File: src/sv/pidpr_pkg.sv
// Shared widths, register codes, state type and fixed-point helpers of the PID regulator.
`timescale 1ns / 1ps

package pidpr_pkg;

  localparam int TICK_W    = 32;
  localparam int GAIN_FRAC = 16;
  localparam int SHIFT     = GAIN_FRAC - 7;
  localparam int GAIN_W    = 24;
  localparam int Q15_W     = 16;
  localparam int ERR_W     = 17;
  localparam int DERR_W    = ERR_W + 1;
  localparam int MAG_W     = GAIN_W + DERR_W - 1;
  localparam int SV_W      = MAG_W + 1;
  localparam int CFG_AW    = 3;

  typedef enum logic [CFG_AW-1:0] {
    REG_KP  = 3'd0,
    REG_KI  = 3'd1,
    REG_KD  = 3'd2,
    REG_MIN = 3'd3,
    REG_MAX = 3'd4
  } cfg_reg_t;

  typedef enum logic [2:0] {
    ST_IDLE,
    ST_MUL,
    ST_PI,
    ST_DIV,
    ST_D,
    ST_OUT
  } state_t;

  // Sign-magnitude result of a serial multiplication.
  typedef struct packed {
    logic             neg;
    logic [MAG_W-1:0] mag;
  } prod_t;

  function automatic logic signed [SV_W-1:0] to_signed(input logic neg,
                                                       input logic [MAG_W-1:0] mag);
    logic signed [SV_W-1:0] v;
    v = $signed({1'b0, mag});
    return neg ? -v : v;
  endfunction

  // Round half upwards, then arithmetic shift down to Q1.15.
  function automatic logic signed [SV_W-1:0] to_q15(input logic signed [SV_W-1:0] v);
    logic signed [SV_W-1:0] r;
    r = v + SV_W'(1 << (SHIFT - 1));
    return r >>> SHIFT;
  endfunction

  // The upper limit is tested first: with crossed limits a value above it gets it, any other the lower.
  function automatic logic signed [Q15_W-1:0] clamp(input logic signed [SV_W-1:0] v,
                                                    input logic signed [Q15_W-1:0] lo,
                                                    input logic signed [Q15_W-1:0] hi);
    logic signed [SV_W-1:0] lo_x;
    logic signed [SV_W-1:0] hi_x;
    lo_x = SV_W'(lo);
    hi_x = SV_W'(hi);
    if (v > hi_x) begin
      return hi;
    end else if (v < lo_x) begin
      return lo;
    end
    return v[Q15_W-1:0];
  endfunction

endpackage

File: src/sv/pid_power_regulator_top.sv
// Top level of the PID power regulator: configuration, sequencing and result register.
`timescale 1ns / 1ps

// One sample is taken at a time. A sample is accepted while the block is idle, then three
// bit-serial multipliers form kp*err, ki*err and kd*(err - previous err), and a restoring
// divider divides the derivative product by the tick interval at one quotient bit a cycle
// over 41 bits, a step that is skipped when the tick interval is zero.
// The result register lets the next sample be accepted while a result still waits to be taken.
// Gains are signed Q8.16, temperatures signed Q8.8, and all outputs signed Q1.15, each clamped
// to the configured limits; if they cross, a value above the upper gets it, any other the lower.
module pid_power_regulator_top import pidpr_pkg::*; (
  input  logic              clk,
  input  logic              rst_n,
  input  logic              in_tvalid,
  output logic              in_tready,
  input  logic [63:0]       in_tdata,   // set_point[15:0], measured_temp[31:16], sample_tick[63:32]
  output logic              out_tvalid,
  input  logic              out_tready,
  output logic [63:0]       out_tdata,  // drive_power, prop_term, integ_term, deriv_term
  output logic              out_tuser,  // zero_interval
  input  logic              cfg_valid,
  output logic              cfg_ready,
  input  logic [CFG_AW-1:0] cfg_addr,
  input  logic [GAIN_W-1:0] cfg_data
);

  state_t state_r, state_nxt;

  logic signed [GAIN_W-1:0] kp_r, ki_r, kd_r;
  logic signed [Q15_W-1:0]  min_r, max_r;
  logic signed [Q15_W-1:0]  integ_r;
  logic signed [ERR_W-1:0]  prev_err_r;
  logic [TICK_W-1:0]        prev_tick_r;
  logic [TICK_W-1:0]        dt_r;
  logic                     zero_r;
  logic signed [SV_W-1:0]   pq_r, iq_r;
  logic signed [Q15_W-1:0]  p_r, i_r, d_r;
  logic                     out_valid_r;
  logic [63:0]              out_data_r;
  logic                     out_user_r;

  logic                     in_acc;
  logic signed [ERR_W-1:0]  err;
  logic signed [DERR_W-1:0] derr;
  logic [TICK_W-1:0]        tick;
  logic signed [Q15_W-1:0]  i_new;
  logic signed [Q15_W-1:0]  d_new;
  logic signed [Q15_W-1:0]  sum_new;
  logic signed [SV_W-1:0]   d_raw;
  logic                     div_start;
  logic                     out_load;

  logic                     p_done, i_done, d_done, div_done;
  prod_t                    p_prod, i_prod, d_prod;
  logic [MAG_W-1:0]         quo;

  assign in_tready = (state_r == ST_IDLE);
  assign in_acc    = in_tvalid && in_tready;
  assign cfg_ready = 1'b1;

  assign err  = $signed({in_tdata[15], in_tdata[15:0]}) - $signed({in_tdata[31], in_tdata[31:16]});
  assign derr = DERR_W'(err) - DERR_W'(prev_err_r);
  assign tick = TICK_W'(in_tdata[63:32]);

  pidpr_mul u_mul_p (
    .clk(clk), .rst_n(rst_n), .start(in_acc), .gain(kp_r),
    .operand(DERR_W'(err)), .done(p_done), .prod(p_prod)
  );

  pidpr_mul u_mul_i (
    .clk(clk), .rst_n(rst_n), .start(in_acc), .gain(ki_r),
    .operand(DERR_W'(err)), .done(i_done), .prod(i_prod)
  );

  pidpr_mul u_mul_d (
    .clk(clk), .rst_n(rst_n), .start(in_acc), .gain(kd_r),
    .operand(derr), .done(d_done), .prod(d_prod)
  );

  pidpr_div u_div (
    .clk(clk), .rst_n(rst_n), .start(div_start), .dividend(d_prod.mag),
    .divisor(dt_r), .done(div_done), .quotient(quo)
  );

  // All three multipliers run for the same number of cycles.
  always_comb begin
    state_nxt = state_r;
    div_start = 1'b0;
    out_load  = 1'b0;
    unique case (state_r)
      ST_IDLE: begin
        if (in_acc) begin
          state_nxt = ST_MUL;
        end
      end
      ST_MUL: begin
        if (p_done && i_done && d_done) begin
          state_nxt = ST_PI;
        end
      end
      ST_PI: begin
        div_start = !zero_r;
        state_nxt = zero_r ? ST_D : ST_DIV;
      end
      ST_DIV: begin
        if (div_done) begin
          state_nxt = ST_D;
        end
      end
      ST_D: begin
        state_nxt = ST_OUT;
      end
      ST_OUT: begin
        if (!out_valid_r || out_tready) begin
          out_load  = 1'b1;
          state_nxt = ST_IDLE;
        end
      end
      default: begin
        state_nxt = ST_IDLE;
      end
    endcase
  end

  always_ff @(posedge clk) begin
    if (!rst_n) begin
      state_r <= ST_IDLE;
    end else begin
      state_r <= state_nxt;
    end
  end

  always_ff @(posedge clk) begin
    if (!rst_n) begin
      kp_r  <= '0;
      ki_r  <= '0;
      kd_r  <= '0;
      min_r <= 16'sh8000;
      max_r <= 16'sh7fff;
    end else if (cfg_valid) begin
      unique case (cfg_addr)
        REG_KP:  kp_r  <= cfg_data;
        REG_KI:  ki_r  <= cfg_data;
        REG_KD:  kd_r  <= cfg_data;
        REG_MIN: min_r <= cfg_data[Q15_W-1:0];
        REG_MAX: max_r <= cfg_data[Q15_W-1:0];
        default: ;
      endcase
    end
  end

  assign i_new   = clamp(SV_W'(integ_r) + iq_r, min_r, max_r);
  assign d_raw   = to_q15(to_signed(d_prod.neg, quo));
  assign d_new   = clamp(zero_r ? '0 : d_raw, min_r, max_r);
  assign sum_new = clamp(SV_W'(p_r) + SV_W'(i_r) + SV_W'(d_r), min_r, max_r);

  // The history is taken at acceptance, at the same edge at which the multipliers latch their operands.
  always_ff @(posedge clk) begin
    if (!rst_n) begin
      integ_r     <= '0;
      prev_err_r  <= '0;
      prev_tick_r <= '0;
    end else begin
      if (in_acc) begin
        prev_err_r  <= err;
        prev_tick_r <= tick;
      end
      if (state_r == ST_PI) begin
        integ_r <= i_new;
      end
    end
  end

  always_ff @(posedge clk) begin
    if (in_acc) begin
      dt_r   <= tick - prev_tick_r;
      zero_r <= (tick == prev_tick_r);
    end
    if (state_r == ST_MUL) begin
      pq_r <= to_q15(to_signed(p_prod.neg, p_prod.mag));
      iq_r <= to_q15(to_signed(i_prod.neg, i_prod.mag));
    end
    if (state_r == ST_PI) begin
      p_r <= clamp(pq_r, min_r, max_r);
      i_r <= i_new;
    end
    if (state_r == ST_D) begin
      d_r <= d_new;
    end
  end

  always_ff @(posedge clk) begin
    if (!rst_n) begin
      out_valid_r <= 1'b0;
    end else if (out_load) begin
      out_valid_r <= 1'b1;
    end else if (out_tready) begin
      out_valid_r <= 1'b0;
    end
  end

  always_ff @(posedge clk) begin
    if (out_load) begin
      out_data_r <= {d_r, i_r, p_r, sum_new};
      out_user_r <= zero_r;
    end
  end

  assign out_tvalid = out_valid_r;
  assign out_tdata  = out_data_r;
  assign out_tuser  = out_user_r;

endmodule

File: src/sv/pidpr_mul.sv
// Bit-serial sign-magnitude multiplier of a gain by an error value.
`timescale 1ns / 1ps

module pidpr_mul import pidpr_pkg::*; (
  input  logic                     clk,
  input  logic                     rst_n,
  input  logic                     start,
  input  logic signed [GAIN_W-1:0] gain,
  input  logic signed [DERR_W-1:0] operand,
  output logic                     done,
  output prod_t                    prod
);

  localparam int CNT_W = $clog2(DERR_W);

  logic             busy_r;
  logic             done_r;
  logic             neg_r;
  logic [CNT_W-1:0] cnt_r;
  logic [MAG_W-1:0] mcand_r;
  logic [MAG_W-1:0] acc_r;
  logic [DERR_W-1:0] mplier_r;
  logic [GAIN_W-1:0] gain_abs;
  logic [DERR_W-1:0] op_abs;

  assign gain_abs = gain[GAIN_W-1] ? (~gain + 1'b1) : gain;
  assign op_abs   = operand[DERR_W-1] ? (~operand + 1'b1) : operand;

  always_ff @(posedge clk) begin
    if (!rst_n) begin
      busy_r <= 1'b0;
      done_r <= 1'b0;
    end else begin
      done_r <= 1'b0;
      if (start) begin
        busy_r <= 1'b1;
      end else if (busy_r && cnt_r == CNT_W'(DERR_W - 1)) begin
        busy_r <= 1'b0;
        done_r <= 1'b1;
      end
    end
  end

  // One multiplier bit per cycle: add the shifted multiplicand when the bit is set.
  always_ff @(posedge clk) begin
    if (start) begin
      mcand_r  <= MAG_W'(gain_abs);
      mplier_r <= op_abs;
      acc_r    <= '0;
      cnt_r    <= '0;
      neg_r    <= gain[GAIN_W-1] ^ operand[DERR_W-1];
    end else if (busy_r) begin
      if (mplier_r[0]) begin
        acc_r <= acc_r + mcand_r;
      end
      mcand_r  <= {mcand_r[MAG_W-2:0], 1'b0};
      mplier_r <= {1'b0, mplier_r[DERR_W-1:1]};
      cnt_r    <= cnt_r + 1'b1;
    end
  end

  assign done     = done_r;
  assign prod.neg = neg_r;
  assign prod.mag = acc_r;

endmodule

File: src/sv/pidpr_div.sv
// Restoring divider that delivers one quotient bit per cycle.
`timescale 1ns / 1ps

module pidpr_div import pidpr_pkg::*; (
  input  logic              clk,
  input  logic              rst_n,
  input  logic              start,
  input  logic [MAG_W-1:0]  dividend,
  input  logic [TICK_W-1:0] divisor,
  output logic              done,
  output logic [MAG_W-1:0]  quotient
);

  localparam int CNT_W = $clog2(MAG_W);

  logic              busy_r;
  logic              done_r;
  logic [CNT_W-1:0]  cnt_r;
  logic [MAG_W-1:0]  quo_r;
  logic [TICK_W-1:0] rem_r;
  logic [TICK_W-1:0] div_r;
  logic [TICK_W:0]   shifted;
  logic [TICK_W:0]   diff;

  assign shifted = {rem_r, quo_r[MAG_W-1]};
  assign diff    = shifted - {1'b0, div_r};

  always_ff @(posedge clk) begin
    if (!rst_n) begin
      busy_r <= 1'b0;
      done_r <= 1'b0;
    end else begin
      done_r <= 1'b0;
      if (start) begin
        busy_r <= 1'b1;
      end else if (busy_r && cnt_r == CNT_W'(MAG_W - 1)) begin
        busy_r <= 1'b0;
        done_r <= 1'b1;
      end
    end
  end

  // The dividend shifts out of the top of the quotient register as quotient bits enter below.
  always_ff @(posedge clk) begin
    if (start) begin
      quo_r <= dividend;
      rem_r <= '0;
      div_r <= divisor;
      cnt_r <= '0;
    end else if (busy_r) begin
      if (!diff[TICK_W]) begin
        rem_r <= diff[TICK_W-1:0];
        quo_r <= {quo_r[MAG_W-2:0], 1'b1};
      end else begin
        rem_r <= shifted[TICK_W-1:0];
        quo_r <= {quo_r[MAG_W-2:0], 1'b0};
      end
      cnt_r <= cnt_r + 1'b1;
    end
  end

  assign done     = done_r;
  assign quotient = quo_r;

endmodule
File: config.mk
export PLATFORM = sky130hd
export DESIGN_NAME = pid_power_regulator_top
export DESIGN_NICKNAME = d
export VERILOG_FILES = /design/src/sv/pidpr_pkg.sv /design/src/sv/pid_power_regulator_top.sv /design/src/sv/pidpr_mul.sv /design/src/sv/pidpr_div.sv
export SDC_FILE = /design/constraint.sdc
export NUM_CORES = 2
export LEC_CHECK = 0
export BUFFER_PORTS_ARGS = -buffer_cell sky130_fd_sc_hd__buf_2
export CAP_MARGIN = 20
export CORE_MARGIN = 8
export CORE_UTILIZATION = 55
export DETAILED_ROUTE_END_ITERATION = 10
export PLACE_DENSITY = 0.8
export SYNTH_ARGS = -nofsm -noshare
export SYNTH_HDL_FRONTEND = slang
export SYNTH_SLANG_ARGS = --single-unit
File: constraint.sdc
create_clock -name clk -period 12 [get_ports clk]
set_input_delay 0 -clock clk [delete_from_list [all_inputs] [get_ports clk]]
set_output_delay 0 -clock clk [all_outputs]
set_load 0.05 [all_outputs]
# Word level (Yosys, flattened, before mapping)
# Index checks and enable logic that the tools add are counted.
op_classes:
  n_addsub: 25
  n_mul: 0
  div: 0
  magnitude_cmp: 8
  n_eq_ne: 18
  shift: 0
  n_mux: 69
  bitwise_logic: 9
  reduce_logical: 32
op_table:
  columns: ["operator", "count"]
  rows:
  - ["2-to-1 mux 24 bit", 9]
  - ["2-to-1 mux 16 bit", 12]
  - ["2-to-1 mux 42 bit", 4]
  - ["2-to-1 mux 18 bit", 8]
  - ["adder 42 x 10 -> 42 bit, second input constant", 3]
  - ["negation 41 -> 42 bit", 3]
  - ["adder 41 bit", 3]
  - ["2-to-1 mux 41 bit", 2]
  - ["adder 24 x 1 -> 24 bit, second input constant", 3]
  - ["NOT 24 bit", 3]
  - ["greater-than comparator 42 x 16 -> 1 bit", 1]
  - ["< comparator 42 x 16 -> 1 bit", 1]
  - ["adder 18 x 1 -> 18 bit, second input constant", 2]
  - ["NOT 18 bit", 2]
  - ["adder 16 x 33 -> 34 bit", 1]
  - ["greater-than comparator 34 x 16 -> 1 bit", 1]
  - ["< comparator 34 x 16 -> 1 bit", 1]
  - ["greater-than comparator 33 x 16 -> 1 bit", 1]
  - ["< comparator 33 x 16 -> 1 bit", 1]
  - ["subtractor 33 x 32 -> 33 bit", 1]
  - ["== test 32 bit", 1]
  - ["2-to-1 mux 32 bit", 1]
  - ["subtractor 32 bit", 1]
  - ["2-to-1 mux 1 bit", 27]
  - ["other kinds (27)", 69]
totals:
  reg_bits: 822
  latchBits: 0
  ramBits: 0
  romBits: 0
  in_bits: 96
  output_inout_bits: 68
  mem_count: 0

# Longest topological paths before layout
logic_depth:
  word_depth: 8
  mapped_depth: 27
  ltp_nobuf: 25

# Modules after synthesis
# From an unflattened synthesis, not the netlist that was laid out.
hier_totals:
  hier_cells: 6480
  hier_area_um2: 57501.4
modules_own_cells:
  columns: ["module", "instances", "cells_per_inst", "area_each_um2", "seq_area_each_um2"]
  rows:
  - ["pid_power_regulator_top", 1, 3388, 29913.7, 9829.4]
  - ["pidpr_mul at u_mul_d ...", 2, 845, 7139.3, 2592.5]
  - ["pidpr_mul at u_mul_p", 1, 826, 7105.6, 2592.5]
  - ["pidpr_div", 1, 576, 6203.4, 2992.9]

# Least setup slack after synthesis
# No wires, ideal clock.
synth_path:
  kind: "reg-to-reg"
  start: "register u_mul_d.neg_r"
  end: "register d_r[4] (data pin)"
  arrival_ns: 5.631
  path_slack_ns: 6.088
  path_stages_with_launch: 26
  synth_period_minus_slack_ns: 5.912
  path_cell_list: "edfxtp_1 > clkbuf_1 > clkbuf_1 > clkbuf_1 > buf_1 > nand2_1 > xnor2_1 > ha_1 > nand2_1 > or2_2 > nor3b_2 > nand2_1 > xnor2_1 > nor2_1 > ha_1 > a21o_1 > a21o_1 > a21oi_1 > nor2b_1 > o21ai_0 > a31oi_1 > a31o_2 > a21oi_1 > clkbuf_1 > mux2i_1 > mux2i_1"
synth_via:
  elab_chain_len: 7
  elab_cells_between_ends: 9
  cone_classes: "add/sub: 1; order compare: 2; mux: 6"
synth_rtl:
  columns: ["element", "line", "text"]
  rows:
  - ["from (decl)", "pidpr_mul.sv:18", "logic neg_r;"]
  - ["from (signal assigned)", "pidpr_mul.sv:51", "neg_r <= gain[GAIN_W-1] ^ operand[DERR_W-1];"]
  - ["2-to-1 mux 42 bit (*)", "pidpr_pkg.sv:44", "return neg ? -v : v;"]
  - ["adder 42 x 10 -> 42 bit (*)", "pidpr_pkg.sv:50", "r = v + SV_W'(1 << (SHIFT - 1));"]
  - ["2-to-1 mux 42 bit (*)", "pid_power_regulator_top.sv:154", "assign d_new = clamp(zero_r ? '0 : d_raw, min_r, max_r);"]
  - ["< comparator 42 x 16 -> 1 bit", "pidpr_pkg.sv:64", "end else if (v < lo_x) begin"]
  - ["2-to-1 mux 1 bit", "pidpr_pkg.sv:64", null]
  - ["2-to-1 mux 1 bit", "pidpr_pkg.sv:62", "if (v > hi_x) begin"]
  - ["2-to-1 mux 16 bit (*)", "pidpr_pkg.sv:67", "return v[Q15_W-1:0];"]
  - ["via d_new[4]", "pid_power_regulator_top.sv:47", "logic signed [Q15_W-1:0] d_new;"]
  - ["to (signal assigned)", "pid_power_regulator_top.sv:188", "d_r <= d_new;"]
  - ["to (decl)", "pid_power_regulator_top.sv:37", "logic signed [Q15_W-1:0] p_r, i_r, d_r;"]
# Mark *: on every way through the listed nets, which the timed path passes. The rest lies on a longest branch.
# A chain may end at the register's enable or synchronous reset.

# Worst setup path after layout
layout_path:
  start: "register iq_r[0]"
  end: "register integ_r[0]"
layout_via:
  elab_chain_len: 5
  elab_cells_between_ends: 7
  cone_classes: "add/sub: 1; order compare: 2; mux: 4"
layout_rtl:
  columns: ["element", "line", "text"]
  rows:
  - ["from (decl)", "pid_power_regulator_top.sv:36", "logic signed [SV_W-1:0] pq_r, iq_r;"]
  - ["from (signal assigned)", "pid_power_regulator_top.sv:181", "iq_r <= to_q15(to_signed(i_prod.neg, i_prod.mag));"]
  - ["adder 16 x 33 -> 34 bit (*)", "pid_power_regulator_top.sv:152", "assign i_new = clamp(SV_W'(integ_r) + iq_r, min_r, max_r);"]
  - ["< comparator 34 x 16 -> 1 bit", "pidpr_pkg.sv:64", null]
  - ["2-to-1 mux 1 bit", "pidpr_pkg.sv:64", null]
  - ["2-to-1 mux 1 bit", "pidpr_pkg.sv:62", null]
  - ["2-to-1 mux 16 bit (*)", "pidpr_pkg.sv:67", null]
  - ["via i_new[0]", "pid_power_regulator_top.sv:46", "logic signed [Q15_W-1:0] i_new;"]
  - ["to (signal assigned)", "pid_power_regulator_top.sv:169", "integ_r <= i_new;"]
  - ["to (decl)", "pid_power_regulator_top.sv:31", "logic signed [Q15_W-1:0] integ_r;"]
# Marks and branches as above.

==> metrics.cfg <==
[global_route]
grtUsageTotal = 0.250
grt_first_pass_wirelength_um = 234000
grt_overflow_total = 0
antenna_found_initial = 15
grt_pass1_vias = 45100
grt_max_degree = 201

[clock_network]
clk_path_buf_depth = 3
cts_hold_buffers = 97
cts_sinks = 822
cts_root_buf = clkbuf_16
cts.reportedPaths.clkPinSlew_ns = 0.06
htree_levels = 3
worstSkewPairLatency_ns = 0.69
cts_tree = built
post-cts-setup-buffers = 0
cts_buffers = 90
cts_resized = 0

[timing]
finalCriticalPeriod_ns = 6.56
max-slew-margin-rel = 0.243
final_hold_viol_count = 0
hold_slack_ns = 0.0258
rsz0062_at_grt = false
fin_skew_ns = 0.0211
drv_slew = 0
finalSetupViolCount = 0
fin_crit_sh = 0.547
worst_pin_slew_ns = 1.13
fin_tns_setup_ns = 0
max_freq_ghz = 0.152

[outcome]
outcome = finished clean

[worst_setup_path]
cp.arrival_ns = 7.16
start_kind = register
cp.required_ns = 12.60
cp_max_fo = 17
end_kind = register
cpLargestDelayFamily = compound AO/OA/AOI/OAI gates
crit_path_max_incr_delay_ns = 0.53
worstSetupPathType = reg -> reg
reg2reg_depth = 27
r2r_end = integ_r[0]
path_buf_inv = 2
r2r_slack_ns = 5.44
cp_slowest_cell = o41ai_1
r2r_start = iq_r[0]

[synthesis]
synth_edf_count = 414
yosys_warnings = 0
yosysUniqueCellTypes = 97
ys_async_sr_fraction = 0
syn-cell-area_um2 = 55900
ys_ff_latch = 822
yosysSeqAreaShare = 0.369
ys.flop_type = edfxtp_1
synth_area_per_cell_um2 = 8.87
syn-instance-count = 6301

[route]
drt-initial-drc-count = 3750
first_pass_iters = 6
num_vias = 47000
drc = 0
wire_per_inst_um = 18.6
drt-total-wl_um = 147000
final_antenna_net_count = 0
via_per_inst = 5.97

[floorplanning]
dieArea_um2 = 112000
boundaryPins = 164
die_x_um = 335
core_um2 = 101000
rows = 117
die_h_um = 335
start_util = 0.552

[finish]
final_util = 0.611
nets = 7063
drive_gt1_frac = 0.0713
finalInstanceArea_um2 = 61900
final_cell_mix = 998 x nand2_1, 513 x ha_1, 430 x a21oi_1
nFillCells = 8447
syn2layout_area_growth_pct = 10.8
layout_commonest_cell = nand2_1

[power]
p_per_area_nw_per_um2 = 196
p_int_uw = 7490
clock_power_share = 0.242
vdd_ir_drop_max_mv = 0.148
combPwrFrac = 0.426
p_sw_frac = 0.382
switching_power_uw = 4630
power_frac_seq = 0.332
p_leak_uw = 0.0258

[placement]
hpwl_um = 106000
placed_area_um2 = 57800
io_buffers = 162
gp_congestion = 0.933

[min_path]
min_delay_worst_endpoint = prev_err_r[0]
holdPathStages = 4
min_from = in_tdata[16]
hold_path_class = in -> reg

[job]
maxCapViolations = 0

## synthesized netlist by cell type (all sizes together) (10+ instances only)
cell / instances / area share
nand2: 999 / 0.067
ha: 513 / 0.11
a21oi: 432 / 0.039
edfxtp: 414 / 0.22
dfxtp: 408 / 0.15
nor2: 392 / 0.026
o21ai: 385 / 0.034
inv: 261 / 0.018
xnor2: 257 / 0.040
clkbuf: 224 / 0.015
a21o: 194 / 0.026
xor2: 191 / 0.030
mux2i: 180 / 0.032
a21boi: 162 / 0.022
nor3: 97 / 0.0088
nand3: 91 / 0.0081
nand4: 85 / 0.0098
nor2b: 69 / 0.0077
nand2b: 62 / 0.0069
o21a: 62 / 0.0083
o31ai: 52 / 0.0071
or3: 50 / 0.0056
and3: 48 / 0.0054
buf: 46 / 0.0036
o211ai: 43 / 0.0058
a211oi: 42 / 0.0056
a31oi: 42 / 0.0047
o21bai: 40 / 0.0054
mux2: 37 / 0.0075
and2: 34 / 0.0038
or4: 33 / 0.0048
nor4: 30 / 0.0047
or2: 28 / 0.0031
fa: 25 / 0.0090
o22ai: 25 / 0.0028
nor3b: 22 / 0.0030
o31a: 20 / 0.0031
o41ai: 17 / 0.0029
nand3b: 13 / 0.0017
a31o: 12 / 0.0019
a22oi: 11 / 0.0015
and4: 11 / 0.0017
a41oi: 10 / 0.0016
## per-layer routing
metal  global-route usage  wire (µm)  vias to the layer above
met5                    0         33                        -
met4               0.0947       5510                        6
met3               0.0442      11500                      317
met2                0.407      65800                     1695
met1                0.333      63700                    22100
li1                     -          -                    22900
## registers in the layout (all words and copies together) (netlist names), 33 cells and up
| signal | count |
|---|---|
| iq_r | 33 |
| out_tdata | 64 |
| pq_r | 33 |
| u_div.quotient | 41 |
| u_mul_d.acc_r | 41 |
| u_mul_d.mcand_r | 41 |
| u_mul_i.acc_r | 41 |
| u_mul_i.mcand_r | 41 |
| u_mul_p.acc_r | 41 |
| u_mul_p.mcand_r | 41 |
## metrics by stage
step                worst slack [ns]  cells  total power [µW]
floorplan                       6.09   6302              7920
global placement                5.71   7606              8890
detailed placement              5.52   7606              9090
CTS                             5.48   7873             12100
global route                    4.84   7877             12900
finish                          5.44   7883             12100
## worst register-to-register path: stages, from the launching register on
cell and delay, ns:
edfxtp_1 0.36, ha_1 0.22, fa_1 0.42, a21o_1 0.17
a21oi_1 0.24, nor2b_1 0.13, o211a_1 0.30, o211ai_1 0.24
a31oi_1 0.14, o41ai_1 0.53, a21oi_1 0.23, o221ai_1 0.33
o21ai_0 0.17, xor2_1 0.18, ha_1 0.31, nand4_1 0.16
nor4_1 0.41, nand2_1 0.12, o221ai_1 0.21, a21oi_1 0.09
a21o_1 0.17, o211ai_1 0.07, buf_4 0.33, o221ai_1 0.18
buf_4 0.24, mux2i_1 0.25, nand2_1 0.09, a21boi_0 0.19
## power by group through the flow
stage	clock network (µW)	registers (µW)	logic (µW)
finish	2930	4030	5170
global placement	0	4040	4850
global route	3080	4070	5730
detailed placement	0	4070	5020
CTS	2970	4010	5090
floorplan	0	3880	4040
## worst max-delay path by stage
stage	from	endpoint	slack (ns)	depth (start not counted)
2_1_floorplan	u_mul_d.neg_r	d_r[4]	6.09	25
5_1_grt	iq_r[0]	integ_r[6]	4.84	27
3_3_place_gp	u_div.quotient[3]	d_r[0]	5.71	20
6_report	iq_r[0]	integ_r[0]	5.44	27
4_1_cts	iq_r[0]	integ_r[0]	5.48	27
3_5_place_dp	u_div.quotient[3]	d_r[0]	5.52	20
## kinds of logic after synthesis
family          share of synthesized area
simple gates                        0.173
compound gates                      0.188
flops                               0.369
fa+ha+maj                           0.124
buf+inv                            0.0364
xor+xnor                           0.0702
mux                                0.0397
other cells                      0.000134
## area by class of cell
cell class	count	area, µm²	area share
clock buffer	112	2390	0.0385
tap	1368	1710	0.0276
timing repair buffer	305	2160	0.0349
antenna	8	20.0	0.000323
inverter	265	1000	0.0162
sequential	822	20600	0.333
multi-input combinational	4945	33300	0.538
clock inverter	58	724	0.0117
No activity file was read; power rests on OpenSTA's default activity.
